$ cat src/rtl/ssbc_pkg.sv
// ----------------------------------------------------------------------------
// ssbc_pkg
// Shared types, codes and constants of the stationary sensor bias calibrator.
// ----------------------------------------------------------------------------
package ssbc_pkg;

    // Default parameter values.
    localparam int MAX_SAMPLES_DEF = 256;
    localparam int SAMPLE_BITS_DEF = 24;

    // Fixed field widths.
    localparam int OP_W         = 2;
    localparam int TEMP_W       = 16;
    localparam int PROG_W       = 7;
    localparam int MODE_W       = 2;
    localparam int TARGET_W     = 9;
    localparam int THRESH_W     = 23;
    localparam int CFG_INDEX_W  = 2;
    localparam int CFG_DATA_W   = 23;

    // Depth of the queue between the front and the back.
    localparam int QUEUE_DEPTH  = 2;

    // Full scale of the progress figure.
    localparam int PERCENT      = 100;

    // Configuration register indexes.
    localparam logic [CFG_INDEX_W-1:0] REG_CAL_MODE      = 2'd0;
    localparam logic [CFG_INDEX_W-1:0] REG_SAMPLE_TARGET = 2'd1;
    localparam logic [CFG_INDEX_W-1:0] REG_MOTION_THRESH = 2'd2;
    localparam logic [CFG_INDEX_W-1:0] REG_GRAVITY       = 2'd3;

    // Configuration reset values.
    localparam logic [MODE_W-1:0]   CAL_MODE_RESET = 2'd0;
    localparam logic [TARGET_W-1:0] TARGET_RESET   = 9'd200;
    localparam logic [THRESH_W-1:0] THRESH_RESET   = 23'd100;
    localparam logic [THRESH_W-1:0] GRAVITY_RESET  = 23'd9807;

    // Calibration modes.
    localparam logic [MODE_W-1:0] MODE_GYRO  = 2'd0;
    localparam logic [MODE_W-1:0] MODE_ACCEL = 2'd1;
    localparam logic [MODE_W-1:0] MODE_BARO  = 2'd2;

    // Mean channels handled by the shared divider.
    localparam logic [1:0] CH_X = 2'd0;
    localparam logic [1:0] CH_Y = 2'd1;
    localparam logic [1:0] CH_Z = 2'd2;
    localparam logic [1:0] CH_T = 2'd3;

    typedef enum logic [OP_W-1:0] {
        OP_SAMPLE = 2'd0,
        OP_START  = 2'd1,
        OP_CANCEL = 2'd2,
        OP_ACK    = 2'd3
    } op_t;

    typedef enum logic [1:0] {
        PH_IDLE     = 2'd0,
        PH_SAMPLING = 2'd1,
        PH_COMPLETE = 2'd2,
        PH_FAILED   = 2'd3
    } phase_t;

    typedef enum logic [1:0] {
        CODE_OK     = 2'd0,
        CODE_BUSY   = 2'd1,
        CODE_MOTION = 2'd2
    } code_t;

    // Back-end sequencer states.
    typedef enum logic [2:0] {
        ST_WAIT,
        ST_DECIDE,
        ST_CHECK,
        ST_MEANS,
        ST_STORE,
        ST_PROGRESS,
        ST_EMIT
    } bst_t;

    // Status of the queue head as seen by the back end.
    typedef struct packed {
        logic valid;
        op_t  op;
    } fq_head_t;

endpackage

$ cat src/rtl/ssbc_if.sv
// ----------------------------------------------------------------------------
// ssbc_if
// Channel interfaces of the calibrator: input items, results, configuration.
// ----------------------------------------------------------------------------
interface ssbc_item_if
    import ssbc_pkg::*;
#(
    parameter int SAMPLE_BITS = SAMPLE_BITS_DEF
)
();
    logic                          valid;
    logic                          ready;
    logic [OP_W-1:0]               operation;
    logic signed [SAMPLE_BITS-1:0] sample_x;
    logic signed [SAMPLE_BITS-1:0] sample_y;
    logic signed [SAMPLE_BITS-1:0] sample_z;
    logic signed [TEMP_W-1:0]      temperature;

    modport source (
        output valid, operation, sample_x, sample_y, sample_z, temperature,
        input  ready
    );
    modport sink (
        input  valid, operation, sample_x, sample_y, sample_z, temperature,
        output ready
    );
endinterface

interface ssbc_result_if
    import ssbc_pkg::*;
#(
    parameter int SAMPLE_BITS = SAMPLE_BITS_DEF
)
();
    logic                          valid;
    logic                          ready;
    logic [1:0]                    phase;
    logic [1:0]                    code;
    logic [PROG_W-1:0]             progress;
    logic signed [SAMPLE_BITS-1:0] cal_x;
    logic signed [SAMPLE_BITS-1:0] cal_y;
    logic signed [SAMPLE_BITS-1:0] cal_z;
    logic signed [TEMP_W-1:0]      cal_temp;

    modport source (
        output valid, phase, code, progress, cal_x, cal_y, cal_z, cal_temp,
        input  ready
    );
    modport sink (
        input  valid, phase, code, progress, cal_x, cal_y, cal_z, cal_temp,
        output ready
    );
endinterface

interface ssbc_cfg_if
    import ssbc_pkg::*;
();
    logic                   valid;
    logic                   ready;
    logic [CFG_INDEX_W-1:0] index;
    logic [CFG_DATA_W-1:0]  data;

    modport source (
        output valid, index, data,
        input  ready
    );
    modport sink (
        input  valid, index, data,
        output ready
    );
endinterface

$ cat src/rtl/ssbc_front.sv
// ----------------------------------------------------------------------------
// ssbc_front
// Accepts input transactions, decodes the operation and holds them in a short
// queue so that the back end can stall without blocking the input channel.
// ----------------------------------------------------------------------------
module ssbc_front
    import ssbc_pkg::*;
#(
    parameter int SAMPLE_BITS = SAMPLE_BITS_DEF
)
(
    input  logic                          clk,
    input  logic                          rst_n,
    ssbc_item_if.sink                     item,
    input  logic                          pop,
    output fq_head_t                      head,
    output logic signed [SAMPLE_BITS-1:0] head_x,
    output logic signed [SAMPLE_BITS-1:0] head_y,
    output logic signed [SAMPLE_BITS-1:0] head_z,
    output logic signed [TEMP_W-1:0]      head_temp
);

    localparam int PTR_W  = (QUEUE_DEPTH > 1) ? $clog2(QUEUE_DEPTH) : 1;
    localparam int FILL_W = $clog2(QUEUE_DEPTH + 1);

    logic [PTR_W-1:0]  wr_ptr_reg, wr_ptr_next;
    logic [PTR_W-1:0]  rd_ptr_reg, rd_ptr_next;
    logic [FILL_W-1:0] fill_reg, fill_next;
    logic              push;
    logic              take;

    op_t                          op_q   [QUEUE_DEPTH];
    logic signed [SAMPLE_BITS-1:0] x_q   [QUEUE_DEPTH];
    logic signed [SAMPLE_BITS-1:0] y_q   [QUEUE_DEPTH];
    logic signed [SAMPLE_BITS-1:0] z_q   [QUEUE_DEPTH];
    logic signed [TEMP_W-1:0]      t_q   [QUEUE_DEPTH];

    // A transaction is taken whenever the queue has a free slot.
    assign item.ready = (fill_reg != FILL_W'(QUEUE_DEPTH));
    assign push       = item.valid && item.ready;
    assign take       = pop && (fill_reg != '0);

    // Pointer and fill bookkeeping.
    always_comb
    begin
        wr_ptr_next = wr_ptr_reg;
        rd_ptr_next = rd_ptr_reg;
        fill_next   = fill_reg;
        if (push)
        begin
            wr_ptr_next = (wr_ptr_reg == PTR_W'(QUEUE_DEPTH - 1)) ? '0
                        : wr_ptr_reg + PTR_W'(1);
        end
        if (take)
        begin
            rd_ptr_next = (rd_ptr_reg == PTR_W'(QUEUE_DEPTH - 1)) ? '0
                        : rd_ptr_reg + PTR_W'(1);
        end
        if (push && !take)
        begin
            fill_next = fill_reg + FILL_W'(1);
        end
        else if (take && !push)
        begin
            fill_next = fill_reg - FILL_W'(1);
        end
    end

    always_ff @(posedge clk or negedge rst_n)
    begin
        if (!rst_n)
        begin
            wr_ptr_reg <= '0;
            rd_ptr_reg <= '0;
            fill_reg   <= '0;
        end
        else
        begin
            wr_ptr_reg <= wr_ptr_next;
            rd_ptr_reg <= rd_ptr_next;
            fill_reg   <= fill_next;
        end
    end

    // Queue storage; the operation is decoded on the way in.
    always_ff @(posedge clk)
    begin
        if (push)
        begin
            op_q[wr_ptr_reg] <= op_t'(item.operation);
            x_q[wr_ptr_reg]  <= item.sample_x;
            y_q[wr_ptr_reg]  <= item.sample_y;
            z_q[wr_ptr_reg]  <= item.sample_z;
            t_q[wr_ptr_reg]  <= item.temperature;
        end
    end

    // Head of the queue.
    assign head.valid = (fill_reg != '0);
    assign head.op    = op_q[rd_ptr_reg];
    assign head_x     = x_q[rd_ptr_reg];
    assign head_y     = y_q[rd_ptr_reg];
    assign head_z     = z_q[rd_ptr_reg];
    assign head_temp  = t_q[rd_ptr_reg];

endmodule

$ cat src/rtl/ssbc_div.sv
// ----------------------------------------------------------------------------
// ssbc_div
// Unsigned restoring divider, one quotient bit per cycle, shared by the
// progress figure and the run means.
// ----------------------------------------------------------------------------
module ssbc_div
    import ssbc_pkg::*;
#(
    parameter int DIV_W = 32,
    parameter int DEN_W = 9
)
(
    input  logic             clk,
    input  logic             rst_n,
    input  logic             start,
    input  logic [DIV_W-1:0] dividend,
    input  logic [DEN_W-1:0] divisor,
    output logic             done,
    output logic [DIV_W-1:0] quotient
);

    localparam int STEP_W = (DIV_W > 1) ? $clog2(DIV_W) : 1;

    logic [DIV_W-1:0]  num_reg, num_next;
    logic [DEN_W-1:0]  rem_reg, rem_next;
    logic [STEP_W-1:0] step_reg, step_next;
    logic              busy_reg, busy_next;
    logic              done_reg, done_next;
    logic [DEN_W:0]    trial;
    logic              fits;

    // One restoring step: bring down the next dividend bit and subtract.
    assign trial = {rem_reg, num_reg[DIV_W-1]};
    assign fits  = (trial >= {1'b0, divisor});

    always_comb
    begin
        num_next  = num_reg;
        rem_next  = rem_reg;
        step_next = step_reg;
        busy_next = busy_reg;
        done_next = 1'b0;
        if (start)
        begin
            num_next  = dividend;
            rem_next  = '0;
            step_next = '0;
            busy_next = 1'b1;
        end
        else if (busy_reg)
        begin
            num_next  = {num_reg[DIV_W-2:0], fits};
            rem_next  = fits ? DEN_W'(trial - {1'b0, divisor}) : DEN_W'(trial);
            step_next = step_reg + STEP_W'(1);
            if (step_reg == STEP_W'(DIV_W - 1))
            begin
                busy_next = 1'b0;
                done_next = 1'b1;
            end
        end
    end

    always_ff @(posedge clk or negedge rst_n)
    begin
        if (!rst_n)
        begin
            busy_reg <= 1'b0;
            done_reg <= 1'b0;
            step_reg <= '0;
        end
        else
        begin
            busy_reg <= busy_next;
            done_reg <= done_next;
            step_reg <= step_next;
        end
    end

    always_ff @(posedge clk)
    begin
        num_reg <= num_next;
        rem_reg <= rem_next;
    end

    assign done     = done_reg;
    assign quotient = num_reg;

endmodule

$ cat src/rtl/ssbc_back.sv
// ----------------------------------------------------------------------------
// ssbc_back
// Executes queued operations: run control, accumulation, motion check, means
// through the shared divider, calibration store and the result register.
// ----------------------------------------------------------------------------
module ssbc_back
    import ssbc_pkg::*;
#(
    parameter int MAX_SAMPLES = MAX_SAMPLES_DEF,
    parameter int SAMPLE_BITS = SAMPLE_BITS_DEF
)
(
    input  logic                          clk,
    input  logic                          rst_n,
    ssbc_cfg_if.sink                      cfg,
    input  fq_head_t                      head,
    input  logic signed [SAMPLE_BITS-1:0] head_x,
    input  logic signed [SAMPLE_BITS-1:0] head_y,
    input  logic signed [SAMPLE_BITS-1:0] head_z,
    input  logic signed [TEMP_W-1:0]      head_temp,
    output logic                          pop,
    ssbc_result_if.source                 result
);

    localparam int CNT_W  = $clog2(MAX_SAMPLES + 1);
    localparam int LOG_N  = $clog2(MAX_SAMPLES);
    localparam int SUM_W  = SAMPLE_BITS + LOG_N;
    localparam int TSUM_W = TEMP_W + LOG_N;
    localparam int PNUM_W = CNT_W + PROG_W;
    localparam int DIV_A  = (SUM_W > TSUM_W) ? SUM_W : TSUM_W;
    localparam int DIV_W  = (DIV_A > PNUM_W) ? DIV_A : PNUM_W;
    localparam int MEAN_A = (SAMPLE_BITS > TEMP_W) ? SAMPLE_BITS : TEMP_W;
    localparam int MEAN_W = MEAN_A + 1;
    localparam int RNG_W  = (SAMPLE_BITS + 1 > THRESH_W + 1) ? SAMPLE_BITS + 1
                          : THRESH_W + 1;
    localparam int EXT_A  = (MEAN_W > THRESH_W + 1) ? MEAN_W : THRESH_W + 1;
    localparam int EXT_W  = EXT_A + 2;

    // Configuration registers.
    logic [MODE_W-1:0]   mode_cfg_reg;
    logic [TARGET_W-1:0] target_cfg_reg;
    logic [THRESH_W-1:0] thresh_reg;
    logic [THRESH_W-1:0] gravity_reg;

    // Run state.
    bst_t                          state_reg, state_next;
    logic [1:0]                    ch_reg, ch_next;
    phase_t                        phase_reg;
    code_t                         code_reg;
    logic                          busy_reg;
    logic                          finish_reg;
    logic [MODE_W-1:0]             run_mode_reg;
    logic [CNT_W-1:0]              run_target_reg;
    logic [CNT_W-1:0]              taken_reg;
    logic [CNT_W-1:0]              taken_inc;
    logic [CNT_W-1:0]              target_clamped;
    logic signed [SUM_W-1:0]       sum_reg  [3];
    logic signed [TSUM_W-1:0]      tsum_reg;
    logic signed [SAMPLE_BITS-1:0] min_reg  [3];
    logic signed [SAMPLE_BITS-1:0] max_reg  [3];
    logic signed [MEAN_W-1:0]      mean_reg [4];
    logic signed [SAMPLE_BITS-1:0] cal_reg  [3];
    logic signed [TEMP_W-1:0]      cal_temp_reg;
    logic [PROG_W-1:0]             prog_reg;

    // Result register.
    logic                          res_valid_reg;
    logic [1:0]                    res_phase_reg;
    logic [1:0]                    res_code_reg;
    logic [PROG_W-1:0]             res_prog_reg;
    logic signed [SAMPLE_BITS-1:0] res_x_reg, res_y_reg, res_z_reg;
    logic signed [TEMP_W-1:0]      res_temp_reg;

    // Sequencer strobes.
    logic div_start, sel_prog, mean_we, prog_we, do_fail, do_store, do_emit;

    // Datapath signals.
    logic signed [SAMPLE_BITS-1:0] samp [3];
    logic [2:0]                    moved;
    logic signed [RNG_W-1:0]       range_v [3];
    logic signed [RNG_W-1:0]       thr_ext;
    logic [SUM_W-1:0]              mag_axis [3];
    logic [TSUM_W-1:0]             mag_temp;
    logic [DIV_W-1:0]              half_n;
    logic [PNUM_W-1:0]             prog_num;
    logic [DIV_W-1:0]              div_num;
    logic                          div_done;
    logic [DIV_W-1:0]              div_quot;
    logic                          ch_neg;
    logic signed [MEAN_W-1:0]      q_mean;
    logic signed [EXT_W-1:0]       mean_ext [3];
    logic signed [EXT_W-1:0]       grav_ext;
    logic signed [SAMPLE_BITS-1:0] cal_new  [3];
    logic signed [TEMP_W-1:0]      cal_temp_new;
    logic [PROG_W-1:0]             prog_out;

    // Saturation to the sample range: keep the value if the upper bits are
    // all copies of the sign.
    function automatic logic signed [SAMPLE_BITS-1:0] sat_sample(
        input logic signed [EXT_W-1:0] v
    );
        logic [EXT_W-SAMPLE_BITS:0] top;
        top = v[EXT_W-1:SAMPLE_BITS-1];
        if ((&top) || !(|top))
        begin
            return v[SAMPLE_BITS-1:0];
        end
        else if (v[EXT_W-1])
        begin
            return {1'b1, {(SAMPLE_BITS-1){1'b0}}};
        end
        else
        begin
            return {1'b0, {(SAMPLE_BITS-1){1'b1}}};
        end
    endfunction

    function automatic logic signed [TEMP_W-1:0] sat_temp(
        input logic signed [MEAN_W-1:0] v
    );
        logic [MEAN_W-TEMP_W:0] top;
        top = v[MEAN_W-1:TEMP_W-1];
        if ((&top) || !(|top))
        begin
            return v[TEMP_W-1:0];
        end
        else if (v[MEAN_W-1])
        begin
            return {1'b1, {(TEMP_W-1){1'b0}}};
        end
        else
        begin
            return {1'b0, {(TEMP_W-1){1'b1}}};
        end
    endfunction

    // Configuration writes are always taken.
    assign cfg.ready = 1'b1;

    always_ff @(posedge clk or negedge rst_n)
    begin
        if (!rst_n)
        begin
            mode_cfg_reg   <= CAL_MODE_RESET;
            target_cfg_reg <= TARGET_RESET;
            thresh_reg     <= THRESH_RESET;
            gravity_reg    <= GRAVITY_RESET;
        end
        else if (cfg.valid)
        begin
            unique case (cfg.index)
                REG_CAL_MODE:      mode_cfg_reg   <= cfg.data[MODE_W-1:0];
                REG_SAMPLE_TARGET: target_cfg_reg <= cfg.data[TARGET_W-1:0];
                REG_MOTION_THRESH: thresh_reg     <= cfg.data[THRESH_W-1:0];
                REG_GRAVITY:       gravity_reg    <= cfg.data[THRESH_W-1:0];
            endcase
        end
    end

    // Sample count of a new run, held to one up to the maximum.
    always_comb
    begin
        if (target_cfg_reg == '0)
        begin
            target_clamped = CNT_W'(1);
        end
        else if (int'(target_cfg_reg) > MAX_SAMPLES)
        begin
            target_clamped = CNT_W'(MAX_SAMPLES);
        end
        else
        begin
            target_clamped = CNT_W'(target_cfg_reg);
        end
    end

    assign samp[0]   = head_x;
    assign samp[1]   = head_y;
    assign samp[2]   = head_z;
    assign taken_inc = taken_reg + CNT_W'(1);

    // Motion check: any axis whose spread exceeds the threshold.
    assign thr_ext = RNG_W'(thresh_reg);
    always_comb
    begin
        for (int a = 0; a < 3; a++)
        begin
            range_v[a] = RNG_W'(max_reg[a]) - RNG_W'(min_reg[a]);
            moved[a]   = (range_v[a] > thr_ext);
        end
    end

    // Divider operands: magnitude of a sum plus half the count, or the
    // progress numerator.
    always_comb
    begin
        for (int a = 0; a < 3; a++)
        begin
            mag_axis[a] = sum_reg[a][SUM_W-1] ? SUM_W'(~sum_reg[a] + 1'b1)
                        : SUM_W'(sum_reg[a]);
        end
        mag_temp = tsum_reg[TSUM_W-1] ? TSUM_W'(~tsum_reg + 1'b1) : TSUM_W'(tsum_reg);
        half_n   = DIV_W'(run_target_reg >> 1);
        prog_num = PNUM_W'(taken_reg) * PNUM_W'(PERCENT);
        if (sel_prog)
        begin
            div_num = DIV_W'(prog_num);
        end
        else
        begin
            unique case (ch_next)
                CH_X: div_num = DIV_W'(mag_axis[0]) + half_n;
                CH_Y: div_num = DIV_W'(mag_axis[1]) + half_n;
                CH_Z: div_num = DIV_W'(mag_axis[2]) + half_n;
                CH_T: div_num = DIV_W'(mag_temp) + half_n;
            endcase
        end
    end

    ssbc_div #(
        .DIV_W (DIV_W),
        .DEN_W (CNT_W)
    ) u_div (
        .clk      (clk),
        .rst_n    (rst_n),
        .start    (div_start),
        .dividend (div_num),
        .divisor  (run_target_reg),
        .done     (div_done),
        .quotient (div_quot)
    );

    // Signed mean of the channel being divided.
    always_comb
    begin
        unique case (ch_reg)
            CH_X: ch_neg = sum_reg[0][SUM_W-1];
            CH_Y: ch_neg = sum_reg[1][SUM_W-1];
            CH_Z: ch_neg = sum_reg[2][SUM_W-1];
            CH_T: ch_neg = tsum_reg[TSUM_W-1];
        endcase
        q_mean = ch_neg ? -$signed(MEAN_W'(div_quot)) : $signed(MEAN_W'(div_quot));
    end

    // Calibration values from the means.
    always_comb
    begin
        for (int a = 0; a < 3; a++)
        begin
            mean_ext[a] = EXT_W'(mean_reg[a]);
        end
        grav_ext     = EXT_W'(gravity_reg);
        cal_temp_new = sat_temp(mean_reg[3]);
        priority if (run_mode_reg == MODE_ACCEL)
        begin
            cal_new[0] = sat_sample(-mean_ext[0]);
            cal_new[1] = sat_sample(-mean_ext[1]);
            if (mean_reg[2] > 0)
            begin
                cal_new[2] = sat_sample(grav_ext - mean_ext[2]);
            end
            else
            begin
                cal_new[2] = sat_sample(-grav_ext - mean_ext[2]);
            end
        end
        else if (run_mode_reg == MODE_BARO)
        begin
            cal_new[0] = sat_sample(mean_ext[0]);
            cal_new[1] = '0;
            cal_new[2] = '0;
        end
        else
        begin
            for (int a = 0; a < 3; a++)
            begin
                cal_new[a] = sat_sample(mean_ext[a]);
            end
        end
    end

    // Sequencer state register.
    always_ff @(posedge clk or negedge rst_n)
    begin
        if (!rst_n)
        begin
            state_reg <= ST_WAIT;
            ch_reg    <= CH_X;
        end
        else
        begin
            state_reg <= state_next;
            ch_reg    <= ch_next;
        end
    end

    // Sequencer next state and strobes.
    always_comb
    begin
        state_next = state_reg;
        ch_next    = ch_reg;
        pop        = 1'b0;
        div_start  = 1'b0;
        sel_prog   = 1'b0;
        mean_we    = 1'b0;
        prog_we    = 1'b0;
        do_fail    = 1'b0;
        do_store   = 1'b0;
        do_emit    = 1'b0;
        unique case (state_reg)
            ST_WAIT:
            begin
                if (head.valid && !res_valid_reg)
                begin
                    pop        = 1'b1;
                    state_next = ST_DECIDE;
                end
            end
            ST_DECIDE:
            begin
                if (finish_reg)
                begin
                    state_next = ST_CHECK;
                end
                else if (phase_reg == PH_SAMPLING)
                begin
                    sel_prog   = 1'b1;
                    div_start  = 1'b1;
                    state_next = ST_PROGRESS;
                end
                else
                begin
                    state_next = ST_EMIT;
                end
            end
            ST_CHECK:
            begin
                if ((|moved) && (run_mode_reg != MODE_BARO))
                begin
                    do_fail    = 1'b1;
                    state_next = ST_EMIT;
                end
                else
                begin
                    ch_next    = CH_X;
                    div_start  = 1'b1;
                    state_next = ST_MEANS;
                end
            end
            ST_MEANS:
            begin
                if (div_done)
                begin
                    mean_we = 1'b1;
                    if (ch_reg == CH_T)
                    begin
                        state_next = ST_STORE;
                    end
                    else
                    begin
                        ch_next   = ch_reg + 2'd1;
                        div_start = 1'b1;
                    end
                end
            end
            ST_STORE:
            begin
                do_store   = 1'b1;
                state_next = ST_EMIT;
            end
            ST_PROGRESS:
            begin
                sel_prog = 1'b1;
                if (div_done)
                begin
                    prog_we    = 1'b1;
                    state_next = ST_EMIT;
                end
            end
            ST_EMIT:
            begin
                do_emit    = 1'b1;
                state_next = ST_WAIT;
            end
            default:
            begin
                state_next = ST_WAIT;
            end
        endcase
    end

    // Run control and stored calibration.
    always_ff @(posedge clk or negedge rst_n)
    begin
        if (!rst_n)
        begin
            phase_reg      <= PH_IDLE;
            code_reg       <= CODE_OK;
            busy_reg       <= 1'b0;
            finish_reg     <= 1'b0;
            run_mode_reg   <= MODE_GYRO;
            run_target_reg <= CNT_W'(1);
            taken_reg      <= '0;
            cal_reg[0]     <= '0;
            cal_reg[1]     <= '0;
            cal_reg[2]     <= '0;
            cal_temp_reg   <= '0;
        end
        else
        begin
            if (pop)
            begin
                busy_reg   <= 1'b0;
                finish_reg <= 1'b0;
                unique case (head.op)
                    OP_SAMPLE:
                    begin
                        if (phase_reg == PH_SAMPLING)
                        begin
                            taken_reg  <= taken_inc;
                            finish_reg <= (taken_inc >= run_target_reg);
                        end
                    end
                    OP_START:
                    begin
                        if (phase_reg != PH_IDLE)
                        begin
                            busy_reg <= 1'b1;
                        end
                        else
                        begin
                            run_target_reg <= target_clamped;
                            run_mode_reg   <= (mode_cfg_reg == MODE_BARO) ? MODE_BARO
                                            : (mode_cfg_reg == MODE_ACCEL) ? MODE_ACCEL
                                            : MODE_GYRO;
                            taken_reg      <= '0;
                            phase_reg      <= PH_SAMPLING;
                            code_reg       <= CODE_OK;
                        end
                    end
                    OP_CANCEL:
                    begin
                        phase_reg <= PH_IDLE;
                        code_reg  <= CODE_OK;
                    end
                    OP_ACK:
                    begin
                        if (phase_reg == PH_COMPLETE || phase_reg == PH_FAILED)
                        begin
                            phase_reg <= PH_IDLE;
                        end
                    end
                endcase
            end
            if (do_fail)
            begin
                phase_reg <= PH_FAILED;
                code_reg  <= CODE_MOTION;
            end
            if (do_store)
            begin
                phase_reg    <= PH_COMPLETE;
                code_reg     <= CODE_OK;
                cal_reg[0]   <= cal_new[0];
                cal_reg[1]   <= cal_new[1];
                cal_reg[2]   <= cal_new[2];
                cal_temp_reg <= cal_temp_new;
            end
        end
    end

    // Accumulators, cleared by a start from idle.
    always_ff @(posedge clk)
    begin
        if (pop && head.op == OP_START && phase_reg == PH_IDLE)
        begin
            tsum_reg <= '0;
            for (int a = 0; a < 3; a++)
            begin
                sum_reg[a] <= '0;
                min_reg[a] <= {1'b0, {(SAMPLE_BITS-1){1'b1}}};
                max_reg[a] <= {1'b1, {(SAMPLE_BITS-1){1'b0}}};
            end
        end
        else if (pop && head.op == OP_SAMPLE && phase_reg == PH_SAMPLING)
        begin
            tsum_reg <= tsum_reg + TSUM_W'(head_temp);
            for (int a = 0; a < 3; a++)
            begin
                sum_reg[a] <= sum_reg[a] + SUM_W'(samp[a]);
                if (samp[a] < min_reg[a])
                begin
                    min_reg[a] <= samp[a];
                end
                if (samp[a] > max_reg[a])
                begin
                    max_reg[a] <= samp[a];
                end
            end
        end
    end

    // Means and progress from the divider.
    always_ff @(posedge clk)
    begin
        if (mean_we)
        begin
            mean_reg[ch_reg] <= q_mean;
        end
        if (prog_we)
        begin
            prog_reg <= PROG_W'(div_quot);
        end
    end

    // Progress figure shown with the result.
    always_comb
    begin
        unique case (phase_reg)
            PH_SAMPLING: prog_out = prog_reg;
            PH_COMPLETE: prog_out = PROG_W'(PERCENT);
            PH_IDLE:     prog_out = '0;
            PH_FAILED:   prog_out = '0;
        endcase
    end

    // Result register: holds one result until the sink takes it.
    always_ff @(posedge clk or negedge rst_n)
    begin
        if (!rst_n)
        begin
            res_valid_reg <= 1'b0;
        end
        else if (do_emit)
        begin
            res_valid_reg <= 1'b1;
        end
        else if (result.ready)
        begin
            res_valid_reg <= 1'b0;
        end
    end

    always_ff @(posedge clk)
    begin
        if (do_emit)
        begin
            res_phase_reg <= phase_reg;
            res_code_reg  <= busy_reg ? CODE_BUSY : code_reg;
            res_prog_reg  <= prog_out;
            res_x_reg     <= cal_reg[0];
            res_y_reg     <= cal_reg[1];
            res_z_reg     <= cal_reg[2];
            res_temp_reg  <= cal_temp_reg;
        end
    end

    assign result.valid    = res_valid_reg;
    assign result.phase    = res_phase_reg;
    assign result.code     = res_code_reg;
    assign result.progress = res_prog_reg;
    assign result.cal_x    = res_x_reg;
    assign result.cal_y    = res_y_reg;
    assign result.cal_z    = res_z_reg;
    assign result.cal_temp = res_temp_reg;

`ifndef ASSERT_OFF
    // A completed run always carries an ok code.
    a_complete_ok: assert property (@(posedge clk) disable iff (!rst_n)
        (phase_reg == PH_COMPLETE) |-> (code_reg == CODE_OK))
        else $error("complete phase without ok code");

    // A failed run always carries the motion code.
    a_failed_motion: assert property (@(posedge clk) disable iff (!rst_n)
        (phase_reg == PH_FAILED) |-> (code_reg == CODE_MOTION))
        else $error("failed phase without motion code");

    // Between items a sampling run has not yet reached its count.
    a_count_below: assert property (@(posedge clk) disable iff (!rst_n)
        (phase_reg == PH_SAMPLING && state_reg == ST_WAIT)
        |-> (taken_reg < run_target_reg))
        else $error("sampling run at or beyond its count");

    // The divider only finishes while the sequencer waits for it.
    a_div_owner: assert property (@(posedge clk) disable iff (!rst_n)
        div_done |-> (state_reg == ST_MEANS || state_reg == ST_PROGRESS))
        else $error("divider result with no consumer");
`endif

endmodule

$ cat src/rtl/stationary_sensor_bias_calibrator.sv
// ----------------------------------------------------------------------------
// stationary_sensor_bias_calibrator
// Averages a run of still three-axis samples with temperature into a gyro
// bias, an accel level offset or a baro ground pressure, with motion check.
//
//   Channel  Role    Payload
//   item     sink    operation, sample_x, sample_y, sample_z, temperature
//   result   source  phase, code, progress, cal_x, cal_y, cal_z, cal_temp
//   cfg      sink    index, data (cal_mode, sample_target, motion_threshold,
//                    gravity_value)
//
// During sampling the progress figure of an item is a division through the
// shared bit-serial divider, one bit per cycle.
// The sample that ends a run, unless motion fails it, takes four means, one
// after the other, through the same divider.
// Items outside sampling go from decode straight to the result register.
// A two-entry queue takes items while the back end works, if it has room; the
// result register holds one result and the back end waits while it is full.
// Reset is asynchronous and active low; there is no clearing pass.
// ----------------------------------------------------------------------------
module stationary_sensor_bias_calibrator
    import ssbc_pkg::*;
#(
    parameter int MAX_SAMPLES = MAX_SAMPLES_DEF,
    parameter int SAMPLE_BITS = SAMPLE_BITS_DEF
)
(
    input  logic          clk,
    input  logic          rst_n,
    ssbc_item_if.sink     item,
    ssbc_result_if.source result,
    ssbc_cfg_if.sink      cfg
);

    fq_head_t                      head;
    logic                          pop;
    logic signed [SAMPLE_BITS-1:0] head_x;
    logic signed [SAMPLE_BITS-1:0] head_y;
    logic signed [SAMPLE_BITS-1:0] head_z;
    logic signed [TEMP_W-1:0]      head_temp;

    // Front: input queue and operation decode.
    ssbc_front #(
        .SAMPLE_BITS (SAMPLE_BITS)
    ) u_front (
        .clk       (clk),
        .rst_n     (rst_n),
        .item      (item),
        .pop       (pop),
        .head      (head),
        .head_x    (head_x),
        .head_y    (head_y),
        .head_z    (head_z),
        .head_temp (head_temp)
    );

    // Back: run control, accumulation, means and result register.
    ssbc_back #(
        .MAX_SAMPLES (MAX_SAMPLES),
        .SAMPLE_BITS (SAMPLE_BITS)
    ) u_back (
        .clk       (clk),
        .rst_n     (rst_n),
        .cfg       (cfg),
        .head      (head),
        .head_x    (head_x),
        .head_y    (head_y),
        .head_z    (head_z),
        .head_temp (head_temp),
        .pop       (pop),
        .result    (result)
    );

endmodule
$ cat src/flat_wrapper.sv
// flat-port wrapper written by rule: the top's interface ports become plain ports
module stationary_sensor_bias_calibrator_flat import ssbc_pkg::*;
#(
    parameter int MAX_SAMPLES = MAX_SAMPLES_DEF,
    parameter int SAMPLE_BITS = SAMPLE_BITS_DEF
)
  (clk, rst_n, item_valid, item_operation, item_sample_x, item_sample_y, item_sample_z, item_temperature, item_ready, result_valid, result_phase, result_code, result_progress, result_cal_x, result_cal_y, result_cal_z, result_cal_temp, result_ready, cfg_valid, cfg_index, cfg_data, cfg_ready);
  ssbc_item_if #(.SAMPLE_BITS(SAMPLE_BITS)) item_i ();
  ssbc_result_if #(.SAMPLE_BITS(SAMPLE_BITS)) result_i ();
  ssbc_cfg_if cfg_i ();
  input  logic clk;
  input  logic rst_n;
  input wire logic [$bits(item_i.valid)-1:0] item_valid;
  input wire logic [$bits(item_i.operation)-1:0] item_operation;
  input wire logic [$bits(item_i.sample_x)-1:0] item_sample_x;
  input wire logic [$bits(item_i.sample_y)-1:0] item_sample_y;
  input wire logic [$bits(item_i.sample_z)-1:0] item_sample_z;
  input wire logic [$bits(item_i.temperature)-1:0] item_temperature;
  output wire logic [$bits(item_i.ready)-1:0] item_ready;
  output wire logic [$bits(result_i.valid)-1:0] result_valid;
  output wire logic [$bits(result_i.phase)-1:0] result_phase;
  output wire logic [$bits(result_i.code)-1:0] result_code;
  output wire logic [$bits(result_i.progress)-1:0] result_progress;
  output wire logic [$bits(result_i.cal_x)-1:0] result_cal_x;
  output wire logic [$bits(result_i.cal_y)-1:0] result_cal_y;
  output wire logic [$bits(result_i.cal_z)-1:0] result_cal_z;
  output wire logic [$bits(result_i.cal_temp)-1:0] result_cal_temp;
  input wire logic [$bits(result_i.ready)-1:0] result_ready;
  input wire logic [$bits(cfg_i.valid)-1:0] cfg_valid;
  input wire logic [$bits(cfg_i.index)-1:0] cfg_index;
  input wire logic [$bits(cfg_i.data)-1:0] cfg_data;
  output wire logic [$bits(cfg_i.ready)-1:0] cfg_ready;
  assign item_i.valid = item_valid;
  assign item_i.operation = item_operation;
  assign item_i.sample_x = item_sample_x;
  assign item_i.sample_y = item_sample_y;
  assign item_i.sample_z = item_sample_z;
  assign item_i.temperature = item_temperature;
  assign item_ready = item_i.ready;
  assign result_valid = result_i.valid;
  assign result_phase = result_i.phase;
  assign result_code = result_i.code;
  assign result_progress = result_i.progress;
  assign result_cal_x = result_i.cal_x;
  assign result_cal_y = result_i.cal_y;
  assign result_cal_z = result_i.cal_z;
  assign result_cal_temp = result_i.cal_temp;
  assign result_i.ready = result_ready;
  assign cfg_i.valid = cfg_valid;
  assign cfg_i.index = cfg_index;
  assign cfg_i.data = cfg_data;
  assign cfg_ready = cfg_i.ready;
  stationary_sensor_bias_calibrator #(.MAX_SAMPLES(MAX_SAMPLES), .SAMPLE_BITS(SAMPLE_BITS)) u_core (.clk(clk), .rst_n(rst_n), .item(item_i), .result(result_i), .cfg(cfg_i));
endmodule
$ cat config.mk
export PLATFORM = sky130hd
export DESIGN_NAME = stationary_sensor_bias_calibrator_flat
export DESIGN_NICKNAME = d
export VERILOG_FILES = /design/src/rtl/ssbc_pkg.sv /design/src/rtl/ssbc_if.sv /design/src/rtl/ssbc_front.sv /design/src/rtl/ssbc_div.sv /design/src/rtl/ssbc_back.sv /design/src/rtl/stationary_sensor_bias_calibrator.sv /design/src/flat_wrapper.sv
export SDC_FILE = /design/constraint.sdc
export NUM_CORES = 2
export LEC_CHECK = 0
export BUFFER_PORTS_ARGS = -buffer_cell sky130_fd_sc_hd__buf_2
export CAP_MARGIN = 20
export CORE_ASPECT_RATIO = 2
export CORE_MARGIN = 2
export CORE_UTILIZATION = 30
export CTS_CLUSTER_SIZE = 24
export DETAILED_ROUTE_END_ITERATION = 7
export PLACE_DENSITY = 0.55
export SYNTH_ARGS = -nofsm -noshare
export SYNTH_HDL_FRONTEND = slang
export SYNTH_HIERARCHICAL = 1
export SYNTH_SLANG_ARGS = --single-unit
$ cat constraint.sdc
create_clock -name clk -period 13.5 [get_ports clk]
set_clock_uncertainty 0.1 [all_clocks]
set_input_delay 1.35 -clock clk [delete_from_list [all_inputs] [get_ports clk]]
set_output_delay 1.35 -clock clk [all_outputs]
set_load 0.05 [all_outputs]
# Yosys cells after proc, flatten, opt, wreduce, memory -nomap -nowiden
# Memory sizes are Yosys's and may differ from the RTL's.
# Index checks and enable logic that the tools add are counted.
[totals]
reg_bits = 359
ramBits = 520
input_bits = 120
output_inout_bits = 102
mem_count = 9
[classes]
addsub = 29
multipliers = 1
n_lt_le_gt_ge = 13
n_eq_ne = 36
muxes = 137
n_bitwise = 14
n_reduce_logical = 73
[mem_list]
columns = ["memory", "depth", "word_bits", "read_ports", "rd_ports_with_merged_regs", "write_ports", "line_no", "source"]
rows = [
  ["u_core.u_back.mean_reg", 4, 25, 4, 0, 1, "ssbc_back.sv:61", "logic signed [MEAN_W-1:0] mean_reg [4];"],
  ["u_core.u_back.sum_reg", 3, 32, 3, 0, 3, "ssbc_back.sv:57", "logic signed [SUM_W-1:0] sum_reg [3];"],
  ["u_core.u_back.max_reg", 3, 24, 3, 0, 3, "ssbc_back.sv:60", "logic signed [SAMPLE_BITS-1:0] max_reg [3];"],
  ["u_core.u_back.min_reg", 3, 24, 3, 0, 3, "ssbc_back.sv:59", "logic signed [SAMPLE_BITS-1:0] min_reg [3];"],
  ["u_core.u_front.x_q", 2, 24, 1, 0, 1, "ssbc_front.sv:33", "logic signed [SAMPLE_BITS-1:0] x_q [QUEUE_DEPTH];"],
  ["u_core.u_front.y_q", 2, 24, 1, 0, 1, "ssbc_front.sv:34", "logic signed [SAMPLE_BITS-1:0] y_q [QUEUE_DEPTH];"],
  ["+3 memories", "-", "-", "-", "-", "-", "-", ""],
]
[ops]
columns = ["operator", "n"]
rows = [
  ["$mux W24", 22],
  ["$mux W32", 9],
  ["$pmux W32 S4", 1],
  ["$add A32 B1 Y32 const B", 3],
  ["$add A32 B24 Y32", 3],
  ["$add A32 B8 Y32", 3],
  ["$not A32 Y32", 3],
  ["$gt A25 B24 Y1", 3],
  ["$sub A24 B24 Y25", 3],
  ["$gt A24 B24 Y1", 3],
  ["$lt A24 B24 Y1", 3],
  ["$mux W72", 1],
  ["$mux W1", 62],
  ["$neg A25 Y27", 2],
  ["$mux W48", 1],
  ["$mux W9", 5],
  ["$mux W16", 2],
  ["$mux W2", 16],
  ["$reduce_and A4 Y1", 7],
  ["$neg A23 Y27", 1],
  ["$sub A27 B25 Y27", 1],
  ["$sub A24 B25 Y26", 1],
  ["$add A24 B8 Y25", 1],
  ["$gt A25 B1 Y1 const B", 1],
  ["53 further kinds", 146],
]

# Longest topological paths before layout
# An unclocked memory read counts as a cell.
[depth]
ltp_word = 11
mapped_depth = 45

# Hierarchy
# The synthesis kept the hierarchy.
[by_module_without_submodules]
columns = ["module", "n_inst", "cells_each", "area_per_inst_um2", "seq_area_each_um2"]
rows = [
  ["ssbc_back", 1, 5063, 48645.4, 18296.3],
  ["ssbc_front", 1, 298, 7138.1, 5505.3],
  ["ssbc_div", 1, 204, 2549.9, 1316.3],
]

# Worst setup path before layout
# No wires, ideal clock.
[synth_timing]
kind = "reg-to-reg"
start = "memory u_core/u_back/max_reg[0][0] in the netlist's numbering"
end = "register u_core.u_back.u_div.num_reg[24] (netlist: u_core/u_back/u_div/quotient[24]) (data pin)"
t_arrival_ns = 8.855
required_time_ns = 13.140
slack_ns = 4.285
path_stages_with_launch = 46
synth_period_minus_slack_ns = 9.215
path_cell_list = "edfxtp_1 > inv_1 > ha_1 > fa_1 > nor2b_1 > o21ai_0 > nand2b_1 > a311o_1 > a21o_1 > a311o_1 > nand2_1 > nand2_1 > xnor2_1 > ha_1 > a21o_1 > a21o_1 > a21o_1 > a21o_1 > (+10 left out) > clkbuf_1 > buf_6 > clkbuf_1 > a21oi_1 > ha_1 > inv_1 > fa_1 > nor2b_1 > o21ai_0 > a21boi_0 > o21ai_0 > a21oi_1 > o21ai_1 > or4_4 > nor4_1 > xor2_1 > nor2_1 > mux2_2"
[synth_rtl]
columns = ["item", "line_no", "source"]
rows = [
  ["from (decl)", "ssbc_back.sv:60", ""],
  ["to (signal assigned)", "ssbc_div.sv:81", "num_reg <= num_next;"],
  ["to (decl)", "ssbc_div.sv:24", "logic [DIV_W-1:0] num_reg, num_next;"],
]

==> flow_metrics.tcl <==
set metrics [dict create \
    final.min_clock_period_ns 10.05 \
    cts_sinks 878 \
    finalSetupViolCount 0 \
    synth.top_cell.area_share_pct 33.87 \
    wl_microns 172100 \
    wire_per_inst_microns 20.55 \
    p_leak_nw 26.78 \
    synthArstFlopShare_pct 21.30 \
    layout_commonest_cell "edfxtp_1" \
    slowest_stage "nor4_1" \
    grt-ovfl-total 0 \
    layout-drive-gt1-share_pct 12.15 \
    cp_max_fo 26 \
    grt_usage_pct 17.06 \
    place_ws_ns 3.620 \
    synth_top_area_cell "edfxtp_1" \
    fin_tns_setup_ns 0 \
    largest_reg_flops 100 \
    status "finished clean" \
    cts_buffer_depth 3 \
    h-tree-depth 3 \
    cp_top_family "compound AO/OA/AOI/OAI gates" \
    drcViolationCount 0 \
    ys_top_cells_by_area "edfxtp_1 34%, ha_1 12%, dfrtp_1 7.4%" \
    io_buffers 220 \
    final_cell_mix "658 x edfxtp_1, 557 x ha_1, 397 x inv_1, 362 x nor2_1, 323 x o21ai_0" \
    r2r_setup_slack_ns 3.45 \
    ir_drop_mv 0.1248 \
    place.gp.congestion 0.9303 \
    nets 6444 \
    vias 43485 \
    post-route-period-util_pct 74.48 \
    slew_headroom_pct 24.01 \
    end_kind "flop" \
    fmax_ghz 0.09946 \
    grt_setup_unrepaired "false" \
    hold_buffers 0 \
    dr.pass1.iters 6 \
    synth_edf_count 658 \
    cts-buffers-inserted 92 \
    clk_pin_slew_ns 0.06 \
    ys_seq_area_share_pct 43.06 \
    routed_via_density 5.193 \
    use_met2_pct 28.17 \
    synthFlopType "edfxtp_1" \
    ys_seq_elements 878 \
    fillers 19681 \
    syn2layout_area_growth_pct 12.22 \
    ctsResizeCount 0 \
    p_per_area_mw_per_mm2 173.8 \
    synth_nets 6259 \
    antenna_found_initial 20 \
    drt_first_iter_violations 2945 \
    cts_tree "done" \
    syn_inst 5565 \
    grt_pass1_vias 42400 \
    synth-warning-count 6 \
    boundaryPins 222 \
    postRouteAntennaNets 0 \
    rows 229 \
    worst-path-buf-inv 4 \
    crit_type "flop to flop" \
    gr-usage-met1_pct 22.87 \
    cp_slowest_stage_delay_ns 0.76 \
    gr-usage-met3_pct 2.215 \
    critPathRequiredTime_ns 13.87 \
    grt_pass1_wl_microns 260400 \
    hold_viol_final 0 \
    avgSynthCellArea_sq_um 10.48 \
    post_cts_buffers 0 \
    cp-start-kind "flop" \
    dieArea_sq_mm 0.1982 \
    core_sq_mm 0.1940 \
    grt_max_degree 87 \
    clk-insertion-delay-late_ns 0.71 \
    die_h_microns 627.6 \
    layout_setup_ws_ns 3.446 \
    dpl.hpwl_microns 129400 \
    hold_class "flop to flop" \
    final_max_slew_viol_count 0 \
    max_cap_violations 0 \
    tightest_slew_ns 1.132 \
    dieWidth_microns 315.8 \
    initial_utilization_pct 30.07 \
    syn-cell-area_sq_mm 0.05833 \
    synth.distinct_cells 114 \
    grt-busiest-layer "met2" \
    root_buffer "clkbuf_16" \
    worstPathArrival_ns 10.42 \
]
## power breakdown
| group | internal [mW] | total [mW] | switching [mW] |
|---|---|---|---|
| sequential | 3.62 | 4.06 | 0.443 |
| combinational | 1.75 | 4.59 | 2.83 |
| clock | 1.54 | 2.73 | 1.19 |
| total | 6.91 | 11.4 | 4.46 |
## layout make-up
class	count	area [sq um]	area share, %
clock inverters	68	849.6	1.298
clock buffers	105	2371	3.622
well taps	2541	3179	4.857
repair buffers	272	1515	2.315
flip-flops and latches	878	25120	38.38
inverters	401	1508	2.303
multi-input cells	4105	30910	47.21
diodes	4	10.01	0.01529
## final timing paths
check	startpoint	to	cells after the start
worst max-delay path	u_core/u_back/max_reg[0][0]	u_core/u_back/u_div/quotient[18]	41
max in group asynchronous	rst_n	u_core/u_back/cal_reg[58]	3
worst min-delay path	u_core/u_back/cal_reg[56]	u_core/u_back/result.cal_x[8]	0
worst min register to register	u_core/u_back/cal_reg[56]	u_core/u_back/result.cal_x[8]	0
worst max register to register	u_core/u_back/max_reg[0][0]	u_core/u_back/u_div/quotient[18]	41
min in group asynchronous	rst_n	u_core/u_front/wr_ptr_reg	1
## worst register-to-register path, delay by kind of cell (launching register included)
| family | cells | cell delay (ns) |
|---|---|---|
| AOI/OAI and AO/OA | 20 | 4.47 |
| and+or+nand+nor | 9 | 2.19 |
| xor gates and xnor gates | 2 | 0.28 |
| DFF | 1 | 0.40 |
| buffers and inverters | 4 | 0.78 |
| muxes | 1 | 0.25 |
| adders and majority gates | 5 | 1.37 |
## cells by family after synthesis
family | count (synthesis) | share of synthesized area [%]
compound gates | 1501 | 17.22
simple gates | 1419 | 12.44
flops | 878 | 43.06
buf+inv | 582 | 4.142
fa+ha+maj | 574 | 12.52
xor+xnor | 398 | 5.976
mux | 212 | 4.633
other cells | 1 | 0.006429
## per-stage QoR
step                hold slack [ns]  cells  area, sq um  util, %  power (mW)
global placement             0.3320   8195        62200    32.07       8.693
CTS                          0.3495   8368        65420    33.73       11.51
detailed placement           0.3350   8195        62200    32.07       8.714
floorplan                    0.3248   5565        58330        -       7.380
finish                       0.3472   8374        65460    33.75       11.37
global route                 0.3653   8371        65450    33.74       12.11
## layer usage
metal	part of all wire (%)	wire length, microns
met4	3.5	5951
met1	45	77620
met5	0.023	40
met2	46	79930
met3	5.0	8583
## synth_stat cells (16+ instances only)
| cell type | count |
|---|---|
| edfxtp_1 | 658 |
| ha_1 | 558 |
| inv_1 | 398 |
| nor2_1 | 364 |
| o21ai_0 | 325 |
| a21oi_1 | 311 |
| nand2_1 | 300 |
| xnor2_1 | 225 |
| a21o_1 | 180 |
| xor2_1 | 173 |
| dfrtp_1 | 172 |
| clkbuf_1 | 151 |
| nor3_1 | 109 |
| o21bai_1 | 99 |
| mux2_2 | 98 |
| and2_1 | 94 |
| mux2_4 | 89 |
| nand2b_1 | 89 |
| nand3_1 | 84 |
| o31ai_1 | 78 |
| o21a_1 | 68 |
| nand4_1 | 65 |
| nor2b_1 | 61 |
| a31oi_1 | 56 |
| a211oi_1 | 55 |
| or3_1 | 47 |
| nor4_1 | 46 |
| or4_1 | 36 |
| a21boi_0 | 33 |
| dfxtp_1 | 33 |
| o41ai_1 | 29 |
| o2111ai_1 | 28 |
| and3_1 | 27 |
| a221o_1 | 26 |
| mux2i_1 | 24 |
| o211ai_1 | 24 |
| a221oi_1 | 22 |
| nor3b_1 | 18 |
| or2_2 | 18 |
| fa_1 | 16 |
No activity file was read; power rests on OpenSTA's default activity.
